===== src/sv/isps_pkg.sv =====
// Shared types and constants for the IMU SPI poll sequencer.
package isps_pkg;

  localparam logic [7:0] READ_BIT      = 8'h80;
  localparam logic [7:0] GYRO_CFG_REG  = 8'h1B;
  localparam logic [7:0] ACCEL_CFG_REG = 8'h1C;
  localparam logic [7:0] ACCEL_OUT_REG = 8'h3B;
  localparam logic [7:0] GYRO_OUT_REG  = 8'h43;

  localparam logic [2:0] WRITE_LEN  = 3'd2;
  localparam logic [2:0] READ_LEN   = 3'd7;
  localparam logic [2:0] RX_SAT     = 3'd7;
  localparam int         STORE_DEPTH = 6;
  localparam int         AXES        = 3;

  // Configuration register indexes.
  localparam logic CFG_ACCEL_RANGE = 1'b0;
  localparam logic CFG_GYRO_RANGE  = 1'b1;

  typedef enum logic [4:0] {
    PH_INIT_ACC  = 5'b00001,
    PH_INIT_GYRO = 5'b00010,
    PH_POLL_ACC  = 5'b00100,
    PH_READ_ACC  = 5'b01000,
    PH_READ_GYRO = 5'b10000
  } phase_t;

  // One queued command burst with the axis values that travel with it.
  typedef struct packed {
    logic [7:0]            first_byte;
    logic [7:0]            second_byte;
    logic                  is_read;
    logic [AXES-1:0][15:0] accel;
    logic [AXES-1:0][15:0] gyro;
  } cmd_t;

  typedef struct packed {
    logic full;
    logic empty;
  } q_status_t;

endpackage


===== src/sv/imu_spi_poll_sequencer.sv =====
// Top level of the IMU SPI poll sequencer: front end, command queue, back end.
// Each input beat (a kick or one received SPI byte) is taken while the
// two-entry command queue has room, so beats may arrive back to back.
// A beat that triggers a command queues one burst: a two-byte range write or a
// seven-byte burst read. The back end sends one command byte per cycle while
// the sink is ready; input stalls only while two bursts are waiting in the
// queue. Every output beat carries the axis values as they stood after the
// input beat that caused it.
module imu_spi_poll_sequencer (
  input  logic               clk,
  input  logic               rst_n,
  input  logic               in_valid,
  output logic               in_ready,
  input  logic               in_func,
  input  logic [7:0]         in_rx_byte,
  output logic               out_valid,
  input  logic               out_ready,
  output logic [7:0]         out_tx_byte,
  output logic               out_tx_last,
  output logic signed [15:0] out_accel_x,
  output logic signed [15:0] out_accel_y,
  output logic signed [15:0] out_accel_z,
  output logic signed [15:0] out_gyro_x,
  output logic signed [15:0] out_gyro_y,
  output logic signed [15:0] out_gyro_z,
  input  logic               cfg_valid,
  output logic               cfg_ready,
  input  logic               cfg_index,
  input  logic [1:0]         cfg_data
);

  logic                in_accept;
  logic                push, pop;
  isps_pkg::cmd_t      push_cmd, head;
  isps_pkg::q_status_t q_status;

  assign in_ready  = !q_status.full;
  assign in_accept = in_valid && in_ready;
  assign cfg_ready = 1'b1;

  isps_front u_front (
    .clk        (clk),
    .rst_n      (rst_n),
    .in_accept  (in_accept),
    .in_func    (in_func),
    .in_rx_byte (in_rx_byte),
    .cfg_accept (cfg_valid && cfg_ready),
    .cfg_index  (cfg_index),
    .cfg_data   (cfg_data),
    .push       (push),
    .push_cmd   (push_cmd)
  );

  isps_queue u_queue (
    .clk      (clk),
    .rst_n    (rst_n),
    .push     (push),
    .push_cmd (push_cmd),
    .pop      (pop),
    .head     (head),
    .status   (q_status)
  );

  isps_back u_back (
    .clk         (clk),
    .rst_n       (rst_n),
    .head        (head),
    .head_valid  (!q_status.empty),
    .out_ready   (out_ready),
    .out_valid   (out_valid),
    .pop         (pop),
    .out_tx_byte (out_tx_byte),
    .out_tx_last (out_tx_last)
  );

  assign out_accel_x = $signed(head.accel[0]);
  assign out_accel_y = $signed(head.accel[1]);
  assign out_accel_z = $signed(head.accel[2]);
  assign out_gyro_x  = $signed(head.gyro[0]);
  assign out_gyro_y  = $signed(head.gyro[1]);
  assign out_gyro_z  = $signed(head.gyro[2]);

  // A burst never breaks off: after a beat that is not the last, the next is ready.
  a_burst_continues: assert property (@(posedge clk) disable iff (!rst_n)
    out_valid && out_ready && !out_tx_last |=> out_valid)
    else $error("command burst broke off before its last beat");

  // Beats after the first are zeros or a range code, which has its low three bits clear.
  a_tail_byte_form: assert property (@(posedge clk) disable iff (!rst_n)
    out_valid && out_ready && !out_tx_last |=> out_tx_byte[2:0] == 3'b000)
    else $error("tail beat of a command burst has a malformed byte");

  // The queue cannot be full and empty together, and a full queue blocks input.
  a_queue_status: assert property (@(posedge clk) disable iff (!rst_n)
    q_status.full |-> !q_status.empty && !in_ready)
    else $error("command queue status is inconsistent");

  // Pushing into a full queue would lose a burst.
  a_no_overflow: assert property (@(posedge clk) disable iff (!rst_n)
    q_status.full |-> !push)
    else $error("command pushed into a full queue");

endmodule


===== src/sv/isps_front.sv =====
// Front end: takes received bytes and kicks, steps the phase, latches axis data.
module isps_front (
  input  logic                 clk,
  input  logic                 rst_n,
  input  logic                 in_accept,
  input  logic                 in_func,
  input  logic [7:0]           in_rx_byte,
  input  logic                 cfg_accept,
  input  logic                 cfg_index,
  input  logic [1:0]           cfg_data,
  output logic                 push,
  output isps_pkg::cmd_t       push_cmd
);

  isps_pkg::phase_t phase_r, phase_nxt;
  logic [2:0] rx_count_r, rx_count_nxt;
  logic [1:0] accel_code_r, gyro_code_r;
  logic [isps_pkg::STORE_DEPTH-1:0][7:0] store_r, store_nxt;
  logic [isps_pkg::AXES-1:0][15:0] accel_r, accel_nxt, gyro_r, gyro_nxt;
  logic [2:0] cnt;
  logic [2:0] store_idx;
  logic       emit;
  logic [7:0] first_byte, second_byte;
  logic       is_read;

  assign store_idx = rx_count_r - 3'd1;

  always_comb begin
    store_nxt = store_r;
    cnt       = rx_count_r;
    if (in_func && rx_count_r < isps_pkg::RX_SAT) begin
      if (rx_count_r != 3'd0) begin
        store_nxt[store_idx] = in_rx_byte;
      end
      cnt = rx_count_r + 3'd1;
    end
  end

  always_comb begin
    phase_nxt    = phase_r;
    rx_count_nxt = cnt;
    accel_nxt    = accel_r;
    gyro_nxt     = gyro_r;
    emit         = 1'b0;
    is_read      = 1'b0;
    first_byte   = isps_pkg::ACCEL_CFG_REG;
    second_byte  = '0;
    unique case (phase_r)
      isps_pkg::PH_INIT_ACC: begin
        emit         = 1'b1;
        first_byte   = isps_pkg::ACCEL_CFG_REG;
        second_byte  = {3'b000, accel_code_r, 3'b000};
        rx_count_nxt = '0;
        phase_nxt    = isps_pkg::PH_INIT_GYRO;
      end
      isps_pkg::PH_INIT_GYRO: begin
        if (cnt == isps_pkg::WRITE_LEN) begin
          emit         = 1'b1;
          first_byte   = isps_pkg::GYRO_CFG_REG;
          second_byte  = {3'b000, gyro_code_r, 3'b000};
          rx_count_nxt = '0;
          phase_nxt    = isps_pkg::PH_POLL_ACC;
        end
      end
      isps_pkg::PH_POLL_ACC: begin
        if (cnt == isps_pkg::WRITE_LEN) begin
          emit         = 1'b1;
          is_read      = 1'b1;
          first_byte   = isps_pkg::READ_BIT | isps_pkg::ACCEL_OUT_REG;
          rx_count_nxt = '0;
          phase_nxt    = isps_pkg::PH_READ_ACC;
        end
      end
      isps_pkg::PH_READ_ACC: begin
        if (cnt == isps_pkg::READ_LEN) begin
          for (int i = 0; i < isps_pkg::AXES; i++) begin
            accel_nxt[i] = {store_nxt[2*i], store_nxt[2*i+1]};
          end
          emit         = 1'b1;
          is_read      = 1'b1;
          first_byte   = isps_pkg::READ_BIT | isps_pkg::GYRO_OUT_REG;
          rx_count_nxt = '0;
          phase_nxt    = isps_pkg::PH_READ_GYRO;
        end
      end
      isps_pkg::PH_READ_GYRO: begin
        if (cnt == isps_pkg::READ_LEN) begin
          for (int i = 0; i < isps_pkg::AXES; i++) begin
            gyro_nxt[i] = {store_nxt[2*i], store_nxt[2*i+1]};
          end
          emit         = 1'b1;
          is_read      = 1'b1;
          first_byte   = isps_pkg::READ_BIT | isps_pkg::ACCEL_OUT_REG;
          rx_count_nxt = '0;
          phase_nxt    = isps_pkg::PH_READ_ACC;
        end
      end
      default: begin
      end
    endcase
  end

  // A kick outside the start phase changes nothing, which falls out of the logic above.
  always_ff @(posedge clk) begin
    if (!rst_n) begin
      phase_r      <= isps_pkg::PH_INIT_ACC;
      rx_count_r   <= '0;
      accel_r      <= '0;
      gyro_r       <= '0;
      accel_code_r <= 2'd0;
      gyro_code_r  <= 2'd1;
    end else begin
      if (in_accept) begin
        phase_r    <= phase_nxt;
        rx_count_r <= rx_count_nxt;
        accel_r    <= accel_nxt;
        gyro_r     <= gyro_nxt;
      end
      if (cfg_accept) begin
        unique case (cfg_index)
          isps_pkg::CFG_ACCEL_RANGE: accel_code_r <= cfg_data;
          isps_pkg::CFG_GYRO_RANGE:  gyro_code_r  <= cfg_data;
          default: begin
          end
        endcase
      end
    end
  end

  always_ff @(posedge clk) begin
    if (in_accept) begin
      store_r <= store_nxt;
    end
  end

  assign push                 = in_accept && emit;
  assign push_cmd.first_byte  = first_byte;
  assign push_cmd.second_byte = second_byte;
  assign push_cmd.is_read     = is_read;
  assign push_cmd.accel       = accel_nxt;
  assign push_cmd.gyro        = gyro_nxt;

endmodule


===== src/sv/isps_queue.sv =====
// Two-entry command queue between the front and back ends.
module isps_queue (
  input  logic                 clk,
  input  logic                 rst_n,
  input  logic                 push,
  input  isps_pkg::cmd_t       push_cmd,
  input  logic                 pop,
  output isps_pkg::cmd_t       head,
  output isps_pkg::q_status_t  status
);

  isps_pkg::cmd_t entry_r [2];
  logic       wr_ptr_r, rd_ptr_r;
  logic [1:0] count_r, count_nxt;

  always_comb begin
    count_nxt = count_r;
    if (push && !pop) begin
      count_nxt = count_r + 2'd1;
    end else if (pop && !push) begin
      count_nxt = count_r - 2'd1;
    end
  end

  always_ff @(posedge clk) begin
    if (!rst_n) begin
      wr_ptr_r <= 1'b0;
      rd_ptr_r <= 1'b0;
      count_r  <= '0;
    end else begin
      if (push) begin
        wr_ptr_r <= ~wr_ptr_r;
      end
      if (pop) begin
        rd_ptr_r <= ~rd_ptr_r;
      end
      count_r <= count_nxt;
    end
  end

  always_ff @(posedge clk) begin
    if (push) begin
      entry_r[wr_ptr_r] <= push_cmd;
    end
  end

  assign head         = entry_r[rd_ptr_r];
  assign status.full  = count_r == 2'd2;
  assign status.empty = count_r == 2'd0;

endmodule


===== src/sv/isps_back.sv =====
// Back end: expands the queued command at the head into its byte beats.
module isps_back (
  input  logic                 clk,
  input  logic                 rst_n,
  input  isps_pkg::cmd_t       head,
  input  logic                 head_valid,
  input  logic                 out_ready,
  output logic                 out_valid,
  output logic                 pop,
  output logic [7:0]           out_tx_byte,
  output logic                 out_tx_last
);

  logic [2:0] beat_r, beat_nxt;
  logic [2:0] last_beat;
  logic       out_accept;

  assign last_beat  = head.is_read ? (isps_pkg::READ_LEN - 3'd1) : (isps_pkg::WRITE_LEN - 3'd1);
  assign out_valid  = head_valid;
  assign out_accept = out_valid && out_ready;
  assign out_tx_last = beat_r == last_beat;
  assign pop        = out_accept && out_tx_last;

  always_comb begin
    if (beat_r == 3'd0) begin
      out_tx_byte = head.first_byte;
    end else if (head.is_read) begin
      out_tx_byte = '0;
    end else begin
      out_tx_byte = head.second_byte;
    end
  end

  always_comb begin
    beat_nxt = beat_r;
    if (pop) begin
      beat_nxt = '0;
    end else if (out_accept) begin
      beat_nxt = beat_r + 3'd1;
    end
  end

  always_ff @(posedge clk) begin
    if (!rst_n) begin
      beat_r <= '0;
    end else begin
      beat_r <= beat_nxt;
    end
  end

endmodule

===== config.mk =====
export PLATFORM = sky130hd
export DESIGN_NAME = imu_spi_poll_sequencer
export DESIGN_NICKNAME = d
export VERILOG_FILES = /design/src/sv/isps_pkg.sv /design/src/sv/imu_spi_poll_sequencer.sv /design/src/sv/isps_front.sv /design/src/sv/isps_queue.sv /design/src/sv/isps_back.sv
export SDC_FILE = /design/constraint.sdc
export NUM_CORES = 1
export LEC_CHECK = 0
export BUFFER_PORTS_ARGS = -buffer_cell sky130_fd_sc_hd__buf_2
export CAP_MARGIN = 25
export CORE_AREA = 2 2 133 232
export DETAILED_ROUTE_END_ITERATION = 7
export DIE_AREA = 0 0 135 234
export GPL_TIMING_DRIVEN = 0
export PLACE_DENSITY = 0.75
export SLEW_MARGIN = 40
export SYNTH_ARGS = -nofsm -noshare
export SYNTH_HDL_FRONTEND = slang
export SYNTH_SLANG_ARGS = --single-unit

===== constraint.sdc =====
create_clock -name clk -period 8.2 [get_ports clk]
set_clock_uncertainty 0.2 [all_clocks]
set_input_delay 0.82 -clock clk [delete_from_list [all_inputs] [get_ports clk]]
set_output_delay 0.82 -clock clk [all_outputs]
set_load 0.005 [all_outputs]

[Word level (Yosys, flattened, before mapping)]
Memory sizes are Yosys's and may differ from the RTL's. A register that Yosys moved wholly into a read port is not among the register bits.
Cells that the tools add are included.
Word-level totals
  logic and storage cells: 107
  memories: 1
  bits in writable memories: 226
  bits in registers: 163
Memories
  u_queue.entry_r: words 2, width 113, read ports 1, clocked after memory_dff 1, wr ports 1, line isps_queue.sv:12  | isps_pkg::cmd_t entry_r [2];
Operators by class
  reduce and logical (&&, ||, !) cells: 23
  order comparisons: 3
  eq/ne operators: 13
  $add $sub $neg: 5
  mux-type cells: 38
  bitwise gates (word level): 4
Operators by type and width (count)
  $mux 48: 6
  $bwmux 48: 1
  $mux 8: 6
  $pmux 8 s4: 1
  $mux 5: 5
  $pmux 5 s5: 1
  $demux 8 s3: 1
  $pmux 8 s2: 1
  $mux 3: 5
  $pmux 3 s3: 1
  $logic_and 1x1->1: 8
  $ne 2x1->1 const B: 4
  $add 3x1->3 const B: 2
  $mux 1: 6
  $reduce_and 6->1: 1
  $reduce_or 2->1: 3
  $eq 5x1->1 const B: 1
  $eq 5x2->1 const B: 1
  $eq 5x3->1 const B: 1
  $eq 5x4->1 const B: 1
  $eq 5x5->1 const B: 1
  $reduce_bool 5->1: 1
  $logic_not 1->1: 4
  $lt 3x4->1 const B: 1
  other kinds (18): 23

[Logic depth before layout (Yosys ltp)]
Gate-level depths: netlist of run 1.
  depth after elaboration: 11
  gate-level depth with buffers: 12

[Cells and area by module]
A second synthesis of run 1 with hierarchy kept.
Second synthesis, totals
  cells, all modules: 1255
  area, all modules: 16402.0 um2
By module, submodules not included
  isps_queue: area an instance 8663.3 um2, times used 1, seq. area each 6886.6 um2, cells each 374
  isps_front: area an instance 7365.8 um2, times used 1, seq. area each 3603.5 um2, cells each 825
  isps_back: area an instance 347.8 um2, times used 1, seq. area each 60.1 um2, cells each 51
  imu_spi_poll_sequencer: area an instance 25.0 um2, times used 1, seq. area each 0.0 um2, cells each 5

[Worst setup path after synthesis of run 1]
OpenSTA, ideal clock, no wires.
  path type: reg2reg
  start: register u_front.rx_count_r[0]
  end: memory u_queue.entry_r[0][0] (netlist name), enable pin
  stages on the path, launching flop included: 10
  required time: 7.418 ns
  setup slack: 0.328 ns
  arrival time: 7.090 ns
  library setup time: 0.582 ns
  path buffers: 2
  cells stage by stage: dfxtp_1 -> buf_2 -> inv_1 -> ha_1 -> buf_4 -> nand2_4 -> nor4b_1 -> o2111ai_1 -> a311oi_4 -> nor2b_1
On the way
  word-level cells in the longest chain between the ends: 9
  elaborated cells on any way between the ends: 12
Ends and longest elaborated chain
  from (decl): line isps_front.sv:16  | logic [2:0] rx_count_r, rx_count_nxt;
  from (signal assigned): line isps_front.sv:115  | rx_count_r <= rx_count_nxt;
  $lt 3x3->1: line isps_front.sv:31  | if (in_func && rx_count_r < isps_pkg::RX_SAT) begin
  $logic_and 1x1->1: line isps_front.sv:31
  $mux 3 *: line isps_front.sv:31
  $eq 3x3->1 / $eq 3x2->1 (equally long branches)
  $mux 1 (on tied branches)
  $pmux 1 s3 *: line isps_front.sv:48  | unique case (phase_r)
  $logic_and 1x1->1 *: line isps_front.sv:136  | assign push = in_accept && emit;
  $mux 1 *: line isps_queue.sv:42  | if (push) begin
  $mux 1 (not written as such) *: line isps_queue.sv:43  | entry_r[wr_ptr_r] <= push_cmd;
  to (decl): line isps_queue.sv:12
Every way passes the cells marked *; elsewhere a longest branch is shown, timed or not.

[Final worst setup path of run 1]
  start: register u_front.rx_count_r[0]
  end: memory u_queue.entry_r[0][23] (netlist name), enable pin
The elaborated chain is that of the path after synthesis.

==> metrics.txt, run 1 <==
most frequent cell after synthesis edfxtp_1; power per cell area 281.0 nW/um2; Leakage Power 0.006597 uW; outcome completed; Top delay family on crit path buffers and inverters; H-tree depth 1; Max Cap Violations 0; slew margin rel. 42.18%; CTS tree yes; post-route antenna net violation count 0; ys async rst share 0%; Worst EP required 8.28 ns; gr usage total 22.65%; Arr. time, crit path 4.52 ns; initial drt markers 868; Syn Area/Cell 12.14 um2; Hold Fails Final Rpt 0; largest net degree at the start of global routing 42; total clock buffers created by CTS 31; Crit Path Category reg2reg; worst-skew pair later-pin latency 0.57 ns; Synth Instances 1300; Hold Slack 0.2503 ns; CP Cell Sequence buf_2 > inv_1 > ha_1 > buf_4 > nand2_4 > nor4b_1 > o2111ai_1 > a311oi_4 > nor2b_4 > buf_8 > buf_8 > buf_8; first-pass GRT wire length 55270 um; clk sinks 374; Peak VDD IR 0.1818 mV; sequential-to-total area share from yosys stat 63.80%; Yosys warning total 0; CTS hold repair buffers 0; GR peak layer met2; Crit path buffers/inverters 6; Layout Nets 1489; Die Wd 135 um; top post-synthesis cells by count edfxtp_1, nand2_1, dfxtp_1, nor2_1, a21oi_1; post-DR wirelength/cell 19.25 um; Hold Crit Class reg2reg; Netlist Area Pre-Place 15780 um2; DRC viols 0; post-cts sizing count 0; CP most frequent cell buf_8; Core ar. 29850 um2; Startpoint Class flop; RePlAce Congestion 0.8559; Tmin final 4.445 ns; I/O pin cnt 125; post-synth cell types 59; fmax 225.0 MHz; area of the die 31590 um2; final core utilization 60.74%; RSZ-0062 raised after global routing no; Longest Clk Path Bufs 3; total number of vias 10330; slowest CP cell a311oi_4; slowest cell delay on critical path 0.61 ns; layout cell share with drive strength beyond 1 24.04%; Clock Tree Root clkbuf_16; DR pass1 iterations 5; EDFF count, synth 258; dpl hpwl 25190 um; Yosys top cell area share 49.09%; I/O Buffers 122; Post-Syn Nets 1323; vias in the first global route 10260; setup violators final 0; placement row count 84; ys flop type edfxtp_1; initial core utilization 52.88%; Routed WL 36130 um; critical path fanouts, max 18; worst-margin pin slew 0.8673 ns; Max Transition Viols Final 0; Synth area leaders edfxtp_1, dfxtp_1, mux2_2; FF+latch count, synth 374; GRT overflow 0; clock transition at the registers of the reported paths 0.07 ns; M2 GR Usage 41.81%; M1 GR Usage 26.46%; Post-CTS Setup Bufs 0; Synth area leader edfxtp_1; Layout area overhead 14.88%; initial antenna violation count 0; Setup crit end kind flop; fin crit share 54.21%; Vias/cell 5.501; GRT met3 Usage 2.335%; Die Span Y 234 um
==> stage by stage <==
| step | instance area [um2] | cells | total power, uW | TNS [ns] | setup WS (ns) |
|---|---|---|---|---|---|
| after floorplan | 15780 | 1300 | 3186 | 0 | 0.3284 |
| after global placement | 16880 | 1809 | 3586 | -297.35 | -2.842 |
| after detailed placement | 17100 | 1820 | 3649 | 0 | 3.754 |
| after CTS | 18130 | 1876 | 5131 | 0 | 3.744 |
| after global routing | 18130 | 1876 | 5308 | 0 | 3.409 |
| final | 18130 | 1877 | 5096 | 0 | 3.755 |
==> layer usage <==
layer | wire [um] | vias to the layer above
li1 | - | 4876
met1 | 13530 | 5036
met2 | 19220 | 326
met3 | 1817 | 87
met4 | 1566 | 0
met5 | 0 | -
==> state kept, by name (all words and copies together) (netlist names), named ones only <==
register and count:
u_back.beat_r 3, u_front.accel_code_r 2, u_front.accel_r 48, u_front.gyro_code_r 2, u_front.gyro_r 48, u_front.phase_r 5, u_front.rx_count_r 3, u_front.store_r 48
u_queue.count_r 2, u_queue.entry_r 210, u_queue.rd_ptr_r 1, u_queue.wr_ptr_r 1
==> path summary, 6_finish.rpt <==
kind	endpoint	depth (start not counted)	slack (ns)	from
worst min-delay path	u_front.accel_r[31]	2	0.25	u_front.accel_r[31]
worst max-delay path	u_queue.entry_r[0][23]	12	3.75	u_front.rx_count_r[0]
worst max register to register	u_queue.entry_r[0][23]	12	3.75	u_front.rx_count_r[0]
worst min register to register	u_front.accel_r[31]	2	0.25	u_front.accel_r[31]
==> worst register-to-register path: stages (launching register included) <==
cell and delay, ns:
dfxtp_1 0.48, buf_2 0.29, inv_1 0.12, ha_1 0.30, buf_4 0.19, nand2_4 0.10, nor4b_1 0.42, o2111ai_1 0.39
a311oi_4 0.62, nor2b_4 0.46, buf_8 0.20, buf_8 0.20, buf_8 0.19
==> where the power goes <==
| group | switching [uW] | internal, uW | leakage, uW |
|---|---|---|---|
| combinational | 607 | 469 | 0.00275 |
| sequential | 91.7 | 2430 | 0.00336 |
| clock | 663 | 830 | 0.000491 |
| total | 1360 | 3730 | 0.00660 |
==> cell usage in the layout, fill, tap and decap left out, drive strengths merged, types with 4 or more instances in the layout <==
cell type,synthesis,routed
clkbuf,52,87
o21ai,11,11
clkinv,8,19
or3b,4,4
nor2,110,110
dfxtp,116,116
nor3b,4,4
inv,51,51
nor2b,7,7
nand4b,5,5
and2,9,9
xor2,6,6
nand2b,5,5
clkinvlp,0,6
o211ai,4,4
a21oi,104,104
buf,27,160
nand3,5,5
ha,6,6
bufinv,0,4
a21boi,99,99
mux2i,64,64
edfxtp,258,258
nor3,4,4
nand2,212,212
mux2,96,96
==> area by class of cell <==
class                           count  area, um2
Inverter                           59      234.0
Timing Repair Buffer              133      820.8
Antenna cell                        1      2.502
Buffer                             79      371.6
Clock buffer                       35      800.8
Multi-Input combinational cell    788       5121
Clock inverter                     21      226.5
Sequential cell                   374      10070
Tap cell                          387      484.2
Fill cell                        2412      11720
==> kinds of logic after synthesis <==
| logic type | after synthesis | share of synthesized area (%) |
|---|---|---|
| compound gates | 234 | 10.31 |
| other cells | 1 | 0.02376 |
| buf+inv | 138 | 3.813 |
| xor+xnor | 9 | 0.4995 |
| simple gates | 378 | 10.16 |
| fa+ha+maj | 6 | 0.4756 |
| flops | 374 | 63.80 |
| mux | 160 | 10.91 |
No activity file was read; power rests on OpenSTA's default activity.
==> run 2, diff against run 1 <==
==> constraint.sdc (replaced) <==
create_clock -name clk -period 4 [get_ports clk]
set_clock_uncertainty 0.2 [all_clocks]
set_input_delay 0.4 -clock clk [delete_from_list [all_inputs] [get_ports clk]]
set_output_delay 0.4 -clock clk [all_outputs]
set_load 0.005 [all_outputs]
==> run 2 against run 1 <==
  * Die area stayed put
  * Sequential power grew 100%
  * Hold slack got worse by 0.21 ns
  * Critical endpoint is now u_queue.entry_r[0][42]
  * Critical path type unchanged
  * First-iteration DRC count is 0.46% higher
  * Highest routed layer unchanged
  * Sequential share of layout area shrank 0.31 points
  * Power is 100% higher
  * Sequential cell count unchanged
  * Largest power group unchanged
  * Non-clock buffer count grew 9
==> metrics.txt, run 2 (synthesis gave the netlist of run 1 again) <==
fmax 272.4 MHz (+21%); Max Cap Violations 0 (unchanged); outcome completed; I/O Buffers 122 (unchanged); slew margin rel. 36.18% (-6.0 points); Hold Crit Class in2reg; max reg flops 210 (unchanged); largest net degree at the start of global routing 38 (-9.5%); clk sinks 374 (unchanged); Biggest register u_queue.entry_r; setup violators final 0 (unchanged); H-tree depth 1 (unchanged); initial antenna violation count 1 (+1); Leakage Power 0.006633 uW (+0.54%); filler instances 2352 (-2.5%); RePlAce Congestion 0.8821 (+3.1%); reg-to-reg startpoint u_front.rx_count_r[1]; layout cell share with drive strength beyond 1 24.02% (-0.027 points); most common cell after layout, fill and taps aside edfxtp_1; Layout area overhead 15.58%; critical path fanouts, max 20 (+2); DR pass1 iterations 6 (+1); Die Span Y 234 um (unchanged); Longest Clk Path Bufs 3 (unchanged); HP Start rst_n; power per cell area 570.6 nW/um2 (+100%); gr usage total 22.31% (-0.34 points); Max Transition Viols Final 0 (unchanged); initial drt markers 872 (+0.46%); post-DR wirelength/cell 18.92 um (-1.7%); RSZ-0062 raised after global routing no; Peak VDD IR 0.4194 mV (+130%); Vias/cell 5.521 (+0.37%); Worst Hold Path EP u_front.rx_count_r[0]; Total Power 10410 uW (+100%); most frequent cells in the layout edfxtp_1, nand2_1, buf_2; Clock Tree Root clkbuf_16; Layout Nets 1498 (+0.60%); Startpoint Class flop; total number of vias 10420 (+0.90%); final setup TNS 0 ns (unchanged); Tmin final 3.671 ns (-0.7743 ns); FF-to-FF path depth 11 (-1); CTS tree yes; Die Wd 135 um (unchanged); placement row count 84 (unchanged); Routed WL 35690 um (-1.2%); Setup crit end kind flop; flop2flop setup slack 0.33 ns (-3.43 ns); first-pass GRT wire length 54570 um (-1.3%); Worst EP required 4.07 ns (-4.21 ns); Hold Crit Depth 3 (+1); worst-margin pin slew 0.9574 ns (+0.09004 ns); dpl hpwl 25150 um (-0.17%); fin crit share 91.77% (+38 points); worst-skew pair later-pin latency 0.58 ns (about the same); vias in the first global route 10360 (+0.95%); GRT overflow 0 (unchanged); clock transition at the registers of the reported paths 0.07 ns (about the same); Hold Fails Final Rpt 0 (unchanged); Core ar. 29850 um2 (unchanged); Crit Path Category reg2reg; DRC viols 0 (unchanged); Arr. time, crit path 3.74 ns (-0.78 ns); area of the die 31590 um2 (unchanged); post-route antenna net violation count 0 (unchanged); I/O pin cnt 125 (unchanged); FF-to-FF End u_queue.entry_r[0][42]; total clock buffers created by CTS 31 (unchanged); initial core utilization 52.88% (unchanged)
## run 2: worst max path at each step
| stage | from | end | depth (start not counted) |
|---|---|---|---|
| floorplan | u_front.rx_count_r[0] | u_queue.entry_r[0][0] | 9 |
| global placement | u_front.rx_count_r[1] | u_queue.entry_r[0][88] | 9 |
| detailed placement | u_front.rx_count_r[1] | u_queue.entry_r[0][24] | 11 |
| CTS | flop | out_tx_byte[1] | 7 |
| global route | u_front.rx_count_r[1] | u_queue.entry_r[0][27] | 11 |
| finish | u_front.rx_count_r[1] | u_queue.entry_r[0][42] | 11 |
## run 2: layer usage
layer | up-vias | wire (um) | global-route usage, %
met2 | 312 | 18490 | 39.90
met5 | - | 0 | 0
li1 | 4896 | - | -
met4 | 0 | 2167 | 13.22
met1 | 5096 | 13350 | 25.34
met3 | 114 | 1691 | 2.875
## run 2: final cells by class
class | count | area (um2) | share of cell area, %
clock buffers | 43 | 850.8 | 4.664
diodes | 1 | 2.502 | 0.01372
clock inverters | 14 | 147.6 | 0.8094
multi-input cells | 788 | 5164 | 28.31
well taps | 387 | 484.2 | 2.655
repair buffers | 142 | 895.9 | 4.911
inverters | 59 | 236.5 | 1.296
plain buffers | 79 | 386.6 | 2.119
flip-flops and latches | 374 | 10070 | 55.22
## run 2: stage by stage
stage	instances	hold slack (ns)	area (um2)	util (%)	setup WS, ns
4_1_cts	1882	0.02415	18210	61.00	0.06377
6_report	1887	0.03873	18240	61.11	0.3293
5_1_grt	1886	0.04372	18240	61.10	0.1479
2_1_floorplan	1300	0.2311	15850	-	-0.4107
3_3_place_gp	1809	0.2373	16950	56.78	-1.582
3_5_place_dp	1819	0.2419	17150	57.45	0.1061
## run 2: power breakdown
part | leakage (uW) | switching (uW) | internal, uW
Clock | 0.000489 | 1340 | 1670
Sequential | 0.00336 | 186 | 4990
Combinational | 0.00279 | 1240 | 986
## run 2: critical path: stages (launching register included)
cell and delay, ns:
dfxtp_1 0.34, clkbuf_2 0.21, inv_1 0.13, ha_4 0.29
buf_8 0.14, nand2_8 0.08, nor4b_4 0.31, o2111ai_2 0.31
a311oi_4 0.45, nor2b_4 0.48, buf_16 0.21, buf_8 0.21
## run 2: timing repair
action                                  4_1_cts  5_1_grt
hold buffers                                  6        0
endpoints found under the setup margin        0      129
hold endpoints to repair                      4        0
setup buffers                                 0        4
resized for setup                             0        5
